### src/hdl/swhs_pkg.sv
`timescale 1ns / 1ps
`default_nettype none
// ----------------------------------------------------------------------------
// swhs_pkg
// Shared types and constants for the single-wire humidity sensor reader.
// ----------------------------------------------------------------------------
package swhs_pkg;

   localparam int FRAME_BYTES     = 5;   // four data bytes and the checksum
   localparam int CHECKSUM_BYTE   = 4;
   localparam int FIRST_DATA_EDGE = 4;   // first transition that closes a bit
   localparam int QUEUE_DEPTH     = 4;
   localparam int QUEUE_PTR_W     = $clog2(QUEUE_DEPTH);
   localparam int QUEUE_CNT_W     = $clog2(QUEUE_DEPTH + 1);
   localparam int CSR_DATA_W      = 16;
   localparam int RSP_DATA_W      = 40;

   localparam logic [15:0] RST_START_LOW = 16'd18000;
   localparam logic [9:0]  RST_RELEASE   = 10'd40;
   localparam logic [7:0]  RST_ONE_THR   = 8'd16;
   localparam logic [7:0]  RST_TIMEOUT   = 8'd255;

   // configuration register indexes
   localparam logic [1:0] CSR_START_LOW = 2'd0;
   localparam logic [1:0] CSR_RELEASE   = 2'd1;
   localparam logic [1:0] CSR_ONE_THR   = 2'd2;
   localparam logic [1:0] CSR_TIMEOUT   = 2'd3;

   typedef enum logic [1:0] {
      PH_IDLE,
      PH_LOW,
      PH_RELEASE,
      PH_LISTEN
   } phase_type;

   typedef logic [FRAME_BYTES-1:0][7:0] frame_type;   // [0] is the first byte

   typedef struct packed {
      logic [15:0] start_low;
      logic [9:0]  release_ticks;
      logic [7:0]  one_thr;
      logic [7:0]  timeout;
   } cfg_type;

   // one classified tick on its way from front to back
   typedef struct packed {
      logic      drive;
      logic      done;
      logic      full;    // every frame bit arrived
      frame_type frame;
   } rec_type;

endpackage : swhs_pkg
`default_nettype wire

### src/hdl/swhs_front.sv
`timescale 1ns / 1ps
`default_nettype none
// ----------------------------------------------------------------------------
// swhs_front
// Protocol sequencer: runs the start pulse, release window and edge timing,
// and shifts decoded bits into the frame. One record per accepted beat.
// ----------------------------------------------------------------------------
module swhs_front #(
   parameter int MAX_TRANSITIONS = 85,
   parameter int FRAME_BITS      = 40
) (
   input  wire                 clock,
   input  wire                 reset,
   input  swhs_pkg::cfg_type   cfg,
   input  wire                 in_valid,
   output logic                in_ready,
   input  wire                 in_action,
   input  wire                 in_level,
   output logic                push_valid,
   input  wire                 push_ready,
   output swhs_pkg::rec_type   push_rec
);
   import swhs_pkg::*;

   localparam int TW = $clog2(MAX_TRANSITIONS + 1);
   localparam int BW = $clog2(FRAME_BITS + 1);

   phase_type   phase_ff, phase_in;
   logic [15:0] timer_ff, timer_in, timer_inc;
   logic        prev_ff, prev_in;
   logic [7:0]  dur_ff, dur_in;
   logic [TW-1:0] tidx_ff, tidx_in, tidx_inc;
   logic [BW-1:0] bits_ff, bits_in;
   frame_type   frame_ff, frame_in;
   logic        drive, done, take, bit_val, fire;

   assign in_ready   = push_ready;
   assign push_valid = in_valid;
   assign fire       = in_valid && push_ready;

   always_comb begin
      phase_in  = phase_ff;
      timer_in  = timer_ff;
      prev_in   = prev_ff;
      dur_in    = dur_ff;
      tidx_in   = tidx_ff;
      bits_in   = bits_ff;
      frame_in  = frame_ff;
      drive     = 1'b0;
      done      = 1'b0;
      take      = 1'b0;
      bit_val   = (dur_ff > cfg.one_thr);
      timer_inc = timer_ff + 16'd1;
      tidx_inc  = tidx_ff + TW'(1);
      if (in_action) begin
         // restart: clear everything and pull the line low at once
         frame_in = '0;
         bits_in  = '0;
         tidx_in  = '0;
         dur_in   = '0;
         prev_in  = 1'b1;
         timer_in = '0;
         phase_in = PH_LOW;
         drive    = 1'b1;
      end else begin
         unique case (phase_ff)
            PH_LOW: begin
               drive    = 1'b1;
               timer_in = timer_inc;
               if (timer_inc >= cfg.start_low) begin
                  timer_in = '0;
                  phase_in = (cfg.release_ticks == '0) ? PH_LISTEN : PH_RELEASE;
               end
            end
            PH_RELEASE: begin
               timer_in = timer_inc;
               if (timer_inc >= {6'd0, cfg.release_ticks}) begin
                  timer_in = '0;
                  phase_in = PH_LISTEN;
               end
            end
            PH_LISTEN: begin
               if (in_level == prev_ff) begin
                  dur_in = dur_ff + 8'd1;
               end else begin
                  take    = (tidx_ff >= TW'(FIRST_DATA_EDGE)) && !tidx_ff[0]
                            && (bits_ff < BW'(FRAME_BITS));
                  tidx_in = tidx_inc;
                  prev_in = in_level;
                  dur_in  = 8'd1;
                  done    = (tidx_inc >= TW'(MAX_TRANSITIONS));
               end
               if (dur_in >= cfg.timeout) begin
                  done = 1'b1;
               end
               if (take) begin
                  bits_in = bits_ff + BW'(1);
                  for (int b = 0; b < FRAME_BYTES; b++) begin
                     if ((bits_ff >> 3) == BW'(b)) begin
                        frame_in[b] = {frame_ff[b][6:0], bit_val};
                     end
                  end
               end
               if (done) begin
                  phase_in = PH_IDLE;
               end
            end
            default: begin
               // idle tick: release the line, hold state
            end
         endcase
      end
      push_rec.drive = drive;
      push_rec.done  = done;
      push_rec.full  = (bits_in >= BW'(FRAME_BITS));
      push_rec.frame = frame_in;
   end

   always_ff @(posedge clock) begin
      if (reset) begin
         phase_ff <= PH_IDLE;
         timer_ff <= '0;
         prev_ff  <= 1'b1;
         dur_ff   <= '0;
         tidx_ff  <= '0;
         bits_ff  <= '0;
         frame_ff <= '0;
      end else if (fire) begin
         phase_ff <= phase_in;
         timer_ff <= timer_in;
         prev_ff  <= prev_in;
         dur_ff   <= dur_in;
         tidx_ff  <= tidx_in;
         bits_ff  <= bits_in;
         frame_ff <= frame_in;
      end
   end

`ifndef SYNTHESIS
   a_start_enters_low : assert property (@(posedge clock) disable iff (reset)
      (fire && in_action) |=> (phase_ff == PH_LOW && bits_ff == '0 && tidx_ff == '0))
      else $error("start beat did not restart the sequencer");

   a_bits_bounded : assert property (@(posedge clock) disable iff (reset)
      bits_ff <= BW'(FRAME_BITS))
      else $error("bit count ran past the frame length");

   a_done_goes_idle : assert property (@(posedge clock) disable iff (reset)
      (fire && push_rec.done) |=> (phase_ff == PH_IDLE))
      else $error("finished read left the sequencer busy");
`endif

endmodule : swhs_front
`default_nettype wire

### src/hdl/swhs_queue.sv
`timescale 1ns / 1ps
`default_nettype none
// ----------------------------------------------------------------------------
// swhs_queue
// Short FIFO of classified records between the sequencer and the output.
// ----------------------------------------------------------------------------
module swhs_queue (
   input  wire                 clock,
   input  wire                 reset,
   input  wire                 push_valid,
   output logic                push_ready,
   input  swhs_pkg::rec_type   push_rec,
   output logic                pop_valid,
   input  wire                 pop_ready,
   output swhs_pkg::rec_type   pop_rec
);
   import swhs_pkg::*;

   rec_type                 q_ff [QUEUE_DEPTH];
   logic [QUEUE_PTR_W-1:0]  wr_ff, rd_ff;
   logic [QUEUE_CNT_W-1:0]  count_ff;
   logic                    push_fire, pop_fire;

   assign push_ready = (count_ff != QUEUE_CNT_W'(QUEUE_DEPTH));
   assign pop_valid  = (count_ff != '0);
   assign pop_rec    = q_ff[rd_ff];
   assign push_fire  = push_valid && push_ready;
   assign pop_fire   = pop_valid && pop_ready;

   always_ff @(posedge clock) begin
      if (push_fire) begin
         q_ff[wr_ff] <= push_rec;
      end
   end

   always_ff @(posedge clock) begin
      if (reset) begin
         wr_ff    <= '0;
         rd_ff    <= '0;
         count_ff <= '0;
      end else begin
         if (push_fire) begin
            wr_ff <= wr_ff + QUEUE_PTR_W'(1);
         end
         if (pop_fire) begin
            rd_ff <= rd_ff + QUEUE_PTR_W'(1);
         end
         if (push_fire && !pop_fire) begin
            count_ff <= count_ff + QUEUE_CNT_W'(1);
         end else if (pop_fire && !push_fire) begin
            count_ff <= count_ff - QUEUE_CNT_W'(1);
         end
      end
   end

`ifndef SYNTHESIS
   a_count_bounded : assert property (@(posedge clock) disable iff (reset)
      count_ff <= QUEUE_CNT_W'(QUEUE_DEPTH))
      else $error("queue overfilled");

   a_count_tracks : assert property (@(posedge clock) disable iff (reset)
      (push_fire && !pop_fire) |=> (count_ff == $past(count_ff) + QUEUE_CNT_W'(1)))
      else $error("queue lost a pushed record");
`endif

endmodule : swhs_queue
`default_nettype wire

### src/hdl/swhs_back.sv
`timescale 1ns / 1ps
`default_nettype none
// ----------------------------------------------------------------------------
// swhs_back
// Result stage: checks the frame sum on finished reads and holds the
// outgoing beat in an output register.
// ----------------------------------------------------------------------------
module swhs_back (
   input  wire                            clock,
   input  wire                            reset,
   input  wire                            pop_valid,
   output logic                           pop_ready,
   input  swhs_pkg::rec_type              pop_rec,
   output logic                           rsp_tvalid,
   input  wire                            rsp_tready,
   output logic [swhs_pkg::RSP_DATA_W-1:0] rsp_tdata,
   output logic                           rsp_tlast,
   output logic                           rsp_tuser
);
   import swhs_pkg::*;

   logic                  valid_ff;
   logic [RSP_DATA_W-1:0] data_ff, data_in;
   logic                  last_ff, user_ff, user_in;
   logic [7:0]            sum;
   logic                  load;

   assign pop_ready = !valid_ff || rsp_tready;
   assign load      = pop_valid && pop_ready;

   always_comb begin
      sum     = pop_rec.frame[0] + pop_rec.frame[1] + pop_rec.frame[2]
                + pop_rec.frame[3];
      user_in = pop_rec.done && pop_rec.full
                && (sum == pop_rec.frame[CHECKSUM_BYTE]);
      data_in = '0;
      data_in[0] = pop_rec.drive;
      if (pop_rec.done) begin
         data_in[32:1] = {pop_rec.frame[3], pop_rec.frame[2],
                          pop_rec.frame[1], pop_rec.frame[0]};
      end
   end

   always_ff @(posedge clock) begin
      if (reset) begin
         valid_ff <= 1'b0;
      end else if (pop_ready) begin
         valid_ff <= pop_valid;
      end
   end

   always_ff @(posedge clock) begin
      if (load) begin
         data_ff <= data_in;
         last_ff <= pop_rec.done;
         user_ff <= user_in;
      end
   end

   assign rsp_tvalid = valid_ff;
   assign rsp_tdata  = data_ff;
   assign rsp_tlast  = last_ff;
   assign rsp_tuser  = user_ff;

endmodule : swhs_back
`default_nettype wire

### src/hdl/single_wire_humidity_sensor_reader_top.sv
`timescale 1ns / 1ps
`default_nettype none
// Each record is registered in the record queue, then in the output register.
// Throughput: 1 beat per cycle while the record queue is not full; the sequencer updates once per tick.
// A 4-entry record queue lets the sequencer run on while the result stalls.
// Reset (synchronous, active high) idles the sequencer, empties the queue,
// drops rsp_tvalid and loads the register defaults 18000 / 40 / 16 / 255.
// ----------------------------------------------------------------------------
// single_wire_humidity_sensor_reader_top
// Reader for a single-wire temperature and humidity sensor: start pulse,
// release window, pulse-width bit decode of a 40-bit frame, checksum check.
// ----------------------------------------------------------------------------
module single_wire_humidity_sensor_reader_top #(
   parameter int MAX_TRANSITIONS = 85,   // edges that end a read, 8..127
   parameter int FRAME_BITS      = 40    // bits in a full frame, 8..40
) (
   input  wire        clock,
   input  wire        reset,
   // request beats: one tick or a start command
   input  wire        req_tvalid,
   output logic       req_tready,
   input  wire  [7:0] req_tdata,    // [0] line_level, [7:1] zero
   input  wire        req_tuser,    // [0] action (0 tick, 1 start)
   // result beats: one per request
   output logic       rsp_tvalid,
   input  wire        rsp_tready,
   output logic [swhs_pkg::RSP_DATA_W-1:0] rsp_tdata,
   // [0] drive_low, [8:1] humidity_whole, [16:9] humidity_tenths,
   // [24:17] temperature_whole, [32:25] temperature_tenths, [39:33] zero
   output logic       rsp_tlast,    // done_res
   output logic       rsp_tuser,    // [0] data_ok
   // register writes
   input  wire        csr_valid,
   output logic       csr_ready,
   input  wire  [1:0] csr_index,
   input  wire  [swhs_pkg::CSR_DATA_W-1:0] csr_data
);
   import swhs_pkg::*;

   cfg_type cfg_ff;
   logic    push_valid, push_ready, pop_valid, pop_ready;
   rec_type push_rec, pop_rec;

   // Register file: always ready, writes land on the accepting edge.
   assign csr_ready = 1'b1;

   always_ff @(posedge clock) begin
      if (reset) begin
         cfg_ff.start_low     <= RST_START_LOW;
         cfg_ff.release_ticks <= RST_RELEASE;
         cfg_ff.one_thr       <= RST_ONE_THR;
         cfg_ff.timeout       <= RST_TIMEOUT;
      end else if (csr_valid) begin
         unique case (csr_index)
            CSR_START_LOW: cfg_ff.start_low     <= csr_data;
            CSR_RELEASE:   cfg_ff.release_ticks <= csr_data[9:0];
            CSR_ONE_THR:   cfg_ff.one_thr       <= csr_data[7:0];
            CSR_TIMEOUT:   cfg_ff.timeout       <= csr_data[7:0];
            default: begin
            end
         endcase
      end
   end

   // Front: advance the protocol one tick per beat and classify it.
   swhs_front #(
      .MAX_TRANSITIONS (MAX_TRANSITIONS),
      .FRAME_BITS      (FRAME_BITS)
   ) u_front (
      .clock      (clock),
      .reset      (reset),
      .cfg        (cfg_ff),
      .in_valid   (req_tvalid),
      .in_ready   (req_tready),
      .in_action  (req_tuser),
      .in_level   (req_tdata[0]),
      .push_valid (push_valid),
      .push_ready (push_ready),
      .push_rec   (push_rec)
   );

   // Queue: decouple the sequencer from result backpressure.
   swhs_queue u_queue (
      .clock      (clock),
      .reset      (reset),
      .push_valid (push_valid),
      .push_ready (push_ready),
      .push_rec   (push_rec),
      .pop_valid  (pop_valid),
      .pop_ready  (pop_ready),
      .pop_rec    (pop_rec)
   );

   // Back: check the sum and register the outgoing beat.
   swhs_back u_back (
      .clock      (clock),
      .reset      (reset),
      .pop_valid  (pop_valid),
      .pop_ready  (pop_ready),
      .pop_rec    (pop_rec),
      .rsp_tvalid (rsp_tvalid),
      .rsp_tready (rsp_tready),
      .rsp_tdata  (rsp_tdata),
      .rsp_tlast  (rsp_tlast),
      .rsp_tuser  (rsp_tuser)
   );

endmodule : single_wire_humidity_sensor_reader_top
`default_nettype wire

### config.mk
export PLATFORM = sky130hd
export DESIGN_NAME = single_wire_humidity_sensor_reader_top
export DESIGN_NICKNAME = d
export VERILOG_FILES = /design/src/hdl/swhs_pkg.sv /design/src/hdl/swhs_front.sv /design/src/hdl/swhs_queue.sv /design/src/hdl/swhs_back.sv /design/src/hdl/single_wire_humidity_sensor_reader_top.sv
export SDC_FILE = /design/constraint.sdc
export NUM_CORES = 1
export LEC_CHECK = 0
export ABC_AREA = 1
export BUFFER_PORTS_ARGS = -buffer_cell sky130_fd_sc_hd__buf_4
export CAP_MARGIN = 20
export CORE_MARGIN = 4
export CORE_UTILIZATION = 56
export DETAILED_ROUTE_END_ITERATION = 10
export PLACE_DENSITY_LB_ADDON = 0.15
export SLEW_MARGIN = 20
export SYNTH_ARGS = -nofsm -noshare
export SYNTH_HDL_FRONTEND = slang
export SYNTH_HIERARCHICAL = 1
export SYNTH_SLANG_ARGS = --single-unit
### constraint.sdc
create_clock -name clock -period 7.1 [get_ports clock]
set_input_delay 0 -clock clock [delete_from_list [all_inputs] [get_ports clock]]
set_output_delay 0 -clock clock [all_outputs]
set_load 0.005 [all_outputs]
==> flow_metrics.tcl, run 1 <==
set metrics [dict create \
    yosysTopAreaCell "edfxtp_1" \
    fin_crit_sh_pct 65.03 \
    relSlewSlack_pct 36.15 \
    fillers 2381 \
    initial_utilization_pct 57.44 \
    pwr_density_cell_nw_per_um2 428.0 \
    setup_tns_ps 0 \
    die-area_sq_um 32580 \
    outcome "completed" \
    synth-edff-count 207 \
    cp.arrival_ps 5000 \
    synth_most_common_cell "nand2_1" \
    cp_max_fo 58 \
    ys_seq_area_share_pct 53.15 \
    num_vias 12530 \
    post-cts-setup-buffer-count 0 \
    worst_skew_pair.late_latency_ps 540 \
    netlist_area_sq_um 16670 \
    hold_viol_final 0 \
    cts_root_buf "clkbuf_16" \
    core_sq_um 29010 \
    num_rows 62 \
    maxCapViolations 0 \
    dpl.hpwl_microns 22850 \
    globalplace.congestion 0.8415 \
    ys.flop_type "edfxtp_1" \
    fp.dieH_microns 180.5 \
    drive_gt1_share_pct 11.76 \
    path_clk_slew_ps 60 \
    use_met3_pct 2.927 \
    ys_warn_count 6 \
    grt.busiest_layer "met2" \
    numClockSinks 339 \
    htreeDepth 2 \
    dp.cells 2212 \
    drc 0 \
    gr-usage-all-layers_pct 22.12 \
    synth_top_area_share_pct 37.30 \
    wl_per_cell_microns 15.81 \
    setup_viol 0 \
    total_power_mw 8.083 \
    ctsLongestPathBuffers 3 \
    cts_buffers 37 \
    required_ps 7480 \
    peakVddDrop_mv 0.4604 \
    grt_max_degree 74 \
    cts_tree "done" \
    path_class "reg2reg" \
    synth_cells 1835 \
    io_pins 77 \
    first_pass_iters 5 \
    cellLeakagePower_nw 7.912 \
    hp-class "in2reg" \
    grt_overflow 0 \
    use_met2_pct 38.01 \
    grt_use_met1_pct 28.99 \
    post_synth.cell_area_avg_sq_um 9.082 \
    synth_async_sr_flop_share_pct 0 \
    rsz0062_at_grt "false" \
    fin_skew_ps 26.65 \
    worstMarginPinSlew_ps 956.3 \
    synth.cells.most_frequent "nand2_1 (350), nor2_1 (222), inv_1 (212)" \
    insertedDiodeCount 0 \
    ys_top_cells_by_area "edfxtp_1 (37%), dfxtp_1 (16%), nand2_1 (7.9%)" \
    cp-start-kind "flop" \
    die_width_microns 180.5 \
    drv_slew 0 \
    crit_path_end_kind "flop" \
    nNetsFinal 2006 \
    fin_cells 2314 \
    dr.first_iter.drc_count 856 \
    ys_ff_latch 339 \
    grt_pass1_wl_microns 59790 \
    area_delta_synth_final_pct 13.32 \
    grt_pass1_vias 11980 \
    synth_cell_types 57 \
    vias_per_cell 5.413 \
    max_freq_ghz 0.2166 \
    period_needed_ps 4617 \
    antenna_found_initial 0 \
    port_buffers 61 \
    routed_wl_microns 36580 \
    drt.antenna.violating_nets 0 \
]
==> cells in the final DEF (no fill, tap or decap), types with 6 or more instances in the layout <==
cell,Yosys,routed
o22ai_1,43,42
xor2_1,14,14
inv_1,212,212
a21oi_1,121,120
fa_1,15,15
clkbuf_8,1,7
clkinv_2,3,7
ha_1,58,58
o21ai_0,117,117
nand4_1,22,22
dlygate4sd3_1,0,33
nor3_1,9,9
clkbuf_16,0,37
clkbuf_1,35,6
dfxtp_1,132,131
a21oi_2,11,11
conb_1,2,8
buf_4,20,73
nand3_1,74,74
nand2_2,8,8
o21ai_1,35,35
nand2_1,350,350
clkinv_1,2,6
inv_2,7,7
nor2_2,27,27
edfxtp_1,207,207
nor2_1,222,218
nor2_4,2,6
==> worst paths after layout <==
path                            startpoint             endpoint  slack, ps  cells past startpoint
worst min register to register  cfg_ff[30]           cfg_ff[30]        460                      2
worst max register to register        flop     u_back/rsp_tuser       2480                     21
worst max-delay path                  flop     u_back/rsp_tuser       2480                     21
worst min-delay path                 reset  u_queue/count_ff[0]         40                      2
==> logic make-up after synthesis <==
family | after synthesis | share of synthesized area, %
buf+inv | 314 | 8.551
xor+xnor | 20 | 1.141
other cells | 2 | 0.04506
simple gates | 743 | 19.70
flops | 339 | 53.15
compound gates | 344 | 11.25
fa+ha+maj | 73 | 6.156
==> sequential cells by signal (all words and copies together), names as in the netlist, named ones only <==
register and flops:
u_front/dur_ff 8, u_front/timer_ff 16, u_front/phase_ff 2, u_queue/count_ff 3, u_back/rsp_tlast 1, u_front/prev_ff 1
u_front/frame_ff 40, u_queue/rd_ff 2, u_back/rsp_tvalid 1, u_back/rsp_tuser 1, u_front/bits_ff 6, u_queue/q_ff 172
u_front/tidx_ff 7, cfg_ff 42, u_queue/wr_ff 2, u_back/rsp_tdata 33
==> repair_timing <==
action,in CTS,in global routing
hold endpoints to repair,57,0
hold buffers,33,0
gates resized for setup,0,0
==> where the power goes <==
group | switching [mW] | total [mW] | leakage [nW] | internal, mW
Clock | 0.786 | 1.98 | 0.631 | 1.19
Sequential | 0.0826 | 2.50 | 2.95 | 2.41
Combinational | 2.29 | 3.61 | 4.33 | 1.32
==> layer usage <==
| metal | vias to the layer above | wire length [microns] |
|---|---|---|
| li1 | 6211 | - |
| met1 | 5877 | 15810 |
| met2 | 349 | 18020 |
| met3 | 89 | 1667 |
| met4 | 0 | 1077 |
| met5 | - | 0 |
==> final cells by class <==
type                    count  area [sq um]  share of cell area [%]
clock buffers              50          1045                   5.532
clock inverters            18         246.5                   1.305
inverters                 227         868.3                   4.598
multi-input cells        1188          6452                   34.17
flip-flops and latches    339          8860                   46.91
well taps                 384         480.5                   2.544
repair buffers            108         933.4                   4.942
==> critical path: stages (launching register included) <==
cell and delay, ps:
dfxtp_2 310, buf_4 240, inv_2 740, buf_4 450, nor2_1 70, o22ai_1 350
fa_1 250, inv_1 60, fa_1 470, inv_1 50, ha_1 230, fa_1 520
inv_1 50, nand2_1 50, nand2_1 50, nor2_1 90, nand2_1 70, nor2_1 110
nand2_1 50, inv_1 50, nand3_1 60, nor2_1 130
==> through the flow <==
step	hold slack (ps)	worst slack (ps)	area (sq um)	util [%]
floorplan	69.07	3624	16690	-
global placement	237.9	2570	17210	59.32
detailed placement	245.8	2494	17240	59.41
CTS	43.07	2471	18860	65.00
global route	84.46	2065	18890	65.09
finish	35.04	2483	18890	65.09
Note: power is estimated with default switching activity, not from simulation.
==> run 2: changes to the inputs <==
==> constraint.sdc (replaced) <==
create_clock -name clock -period 4.1 [get_ports clock]
set_input_delay 0 -clock clock [delete_from_list [all_inputs] [get_ports clock]]
set_output_delay 0 -clock clock [all_outputs]
set_load 0.005 [all_outputs]
==> flow_metrics.tcl, run 2 (synthesized netlist as in run 1, its figures left out) <==
set metrics [dict create \
    cp_slowest_cell "fa_1" \
    largest_register_ff_count 172 \
    layout_common_cells "nand2_1 (350), nor2_1 (218), inv_1 (212)" \
    hold_buffers 37 \
    final_common_cell "nand2_1" \
    drc 0 \
    drt.antenna.violating_nets 0 \
    cp_max_fo 86 \
    numClockSinks 339 \
    reg2reg_to "u_back/rsp_tuser" \
    nNetsFinal 2013 \
    area_delta_synth_final_pct 13.01 \
    path_cells "buf_12 > o21ai_0 > o22ai_1 > fa_1 > inv_1 > fa_1 > inv_1 > ha_1 > fa_1 > or2_1 > nand2_1 > nand2_1 > nand2_1 > nor2_1 > nand2_1 > inv_1 > nand3_1 > nor2_1" \
    cpMostUsedCell "nand2_1" \
    final_util_pct 64.92 \
    largest_register "u_queue/q_ff" \
    post-cts-setup-buffer-count 0 \
    grt_overflow 0 \
    outcome "completed" \
    vias_per_cell 5.368 \
    cp-endpoint "u_back/rsp_tuser" \
    reg2reg_depth 18 \
    crit_path_end_kind "flop" \
    crit_buf_inv 4 \
    fin_skew_ps 20.25 \
    num_vias 12460 \
    antenna_found_initial 0 \
    gr-usage-all-layers_pct 22.01 \
    required_ps 4390 \
    drv_slew 0 \
    cts_root_buf "clkbuf_16" \
    drive_gt1_share_pct 11.51 \
    grt_pass1_vias 12030 \
    top_regs "u_queue/q_ff (172), cfg_ff (42), u_front/frame_ff (40)" \
    relSlewSlack_pct 32.60 \
    worst-r2r-setup-slack_ps 320 \
    core_sq_um 29010 \
    htreeDepth 2 \
    dr.first_iter.drc_count 1008 \
    rsz0062_at_grt "false" \
    ctsLongestPathBuffers 3 \
    maxCapViolations 0 \
    cp.arrival_ps 4080 \
    routed_wl_microns 36440 \
    hp-class "in2reg" \
    cp_top_family "adder cells" \
    cp.depth 18 \
    io_pins 77 \
    fp.dieH_microns 180.5 \
    peakVddDrop_mv 0.8531 \
    worst_skew_pair.late_latency_ps 540 \
    pwr_density_cell_nw_per_um2 727.4 \
    path_class "reg2reg" \
    globalplace.congestion 0.8308 \
    dpl.hpwl_microns 24050 \
    max_stage_delay_ps 550 \
    grt_max_degree 87 \
    initial_utilization_pct 57.44 \
    grt_pass1_wl_microns 59730 \
    setup_viol 0 \
    cellLeakagePower_nw 7.868 \
    cts_buffers 37 \
    max_freq_ghz 0.2643 \
    hold_viol_final 0 \
    cts.repair.resized 0 \
    cts_tree "done" \
    first_pass_iters 5 \
    num_rows 62 \
    setup_tns_ps 0 \
    port_buffers 61 \
    insertedDiodeCount 0 \
    die-area_sq_um 32580 \
    path_clk_slew_ps 60 \
    fin_crit_sh_pct 92.28 \
    period_needed_ps 3784 \
    cp-start-kind "flop" \
    worstMarginPinSlew_ps 1008 \
    die_width_microns 180.5 \
    wl_per_cell_microns 15.70 \
]
==> run 2: cell types whose count changed in the layout (fill, tap and decap cells not counted), moves of 2 or more <==
cell / change
clkbuf_8: -2
clkbuf_1: +6
dlygate4sd3_1: +4
bufinv_16: -4
clkinvlp_4: +2
clkinv_4: -2
buf_12: +3
==> run 2: worst min-delay path by stage <==
| stage | start | to | slack, ps | cells past startpoint |
|---|---|---|---|---|
| detailed placement | csr_data[9] | cfg_ff[25] | 240 | 3 |
| CTS | reset | cfg_ff[12] | 30 | 3 |
| global placement | csr_data[9] | cfg_ff[25] | 240 | 3 |
| floorplan | reset | u_back/rsp_tvalid | 70 | 1 |
| global route | reset | cfg_ff[12] | 70 | 3 |
| finish | reset | cfg_ff[12] | 50 | 3 |
==> run 2: tightest hold or removal path, stage by stage <==
cell,delay (ps)
buf_4,110
clkinv_1,290
nand3_1,110
==> run 2: routing by layer <==
metal | GRT usage, % | part of all wire, %
met5 | 0 | 0
met4 | 6.715 | 2.4
met3 | 3.310 | 4.7
met2 | 38.52 | 50
met1 | 28.44 | 43
==> run 2: cell type report <==
type / instances / area (sq um)
inverter: 227 / 868.3
sequential: 339 / 8860
multi-input combinational: 1188 / 6452
tap: 384 / 480.5
clock inverter: 14 / 120.1
clock buffer: 54 / 1040
fill: 2337 / 10180
timing repair buffer: 115 / 1013
==> run 2: where the power goes <==
group | switching (mW) | internal, mW
Clock | 1.34 | 1.79
Combinational | 3.91 | 2.33
Sequential | 0.155 | 4.18
Total | 5.41 | 8.29
==> run 2: through the flow <==
stage	setup WS, ps	instance area, sq um	std cells	hold WS, ps	power, mW
2_1_floorplan	623.9	16690	1841	69.07	8.998
3_3_place_gp	411.6	17280	2215	235.7	10.37
3_5_place_dp	339.2	17280	2215	239.9	10.55
4_1_cts	324.5	18810	2320	28.55	13.74
5_1_grt	29.30	18830	2321	69.53	14.82
6_report	316.4	18830	2321	46.32	13.70
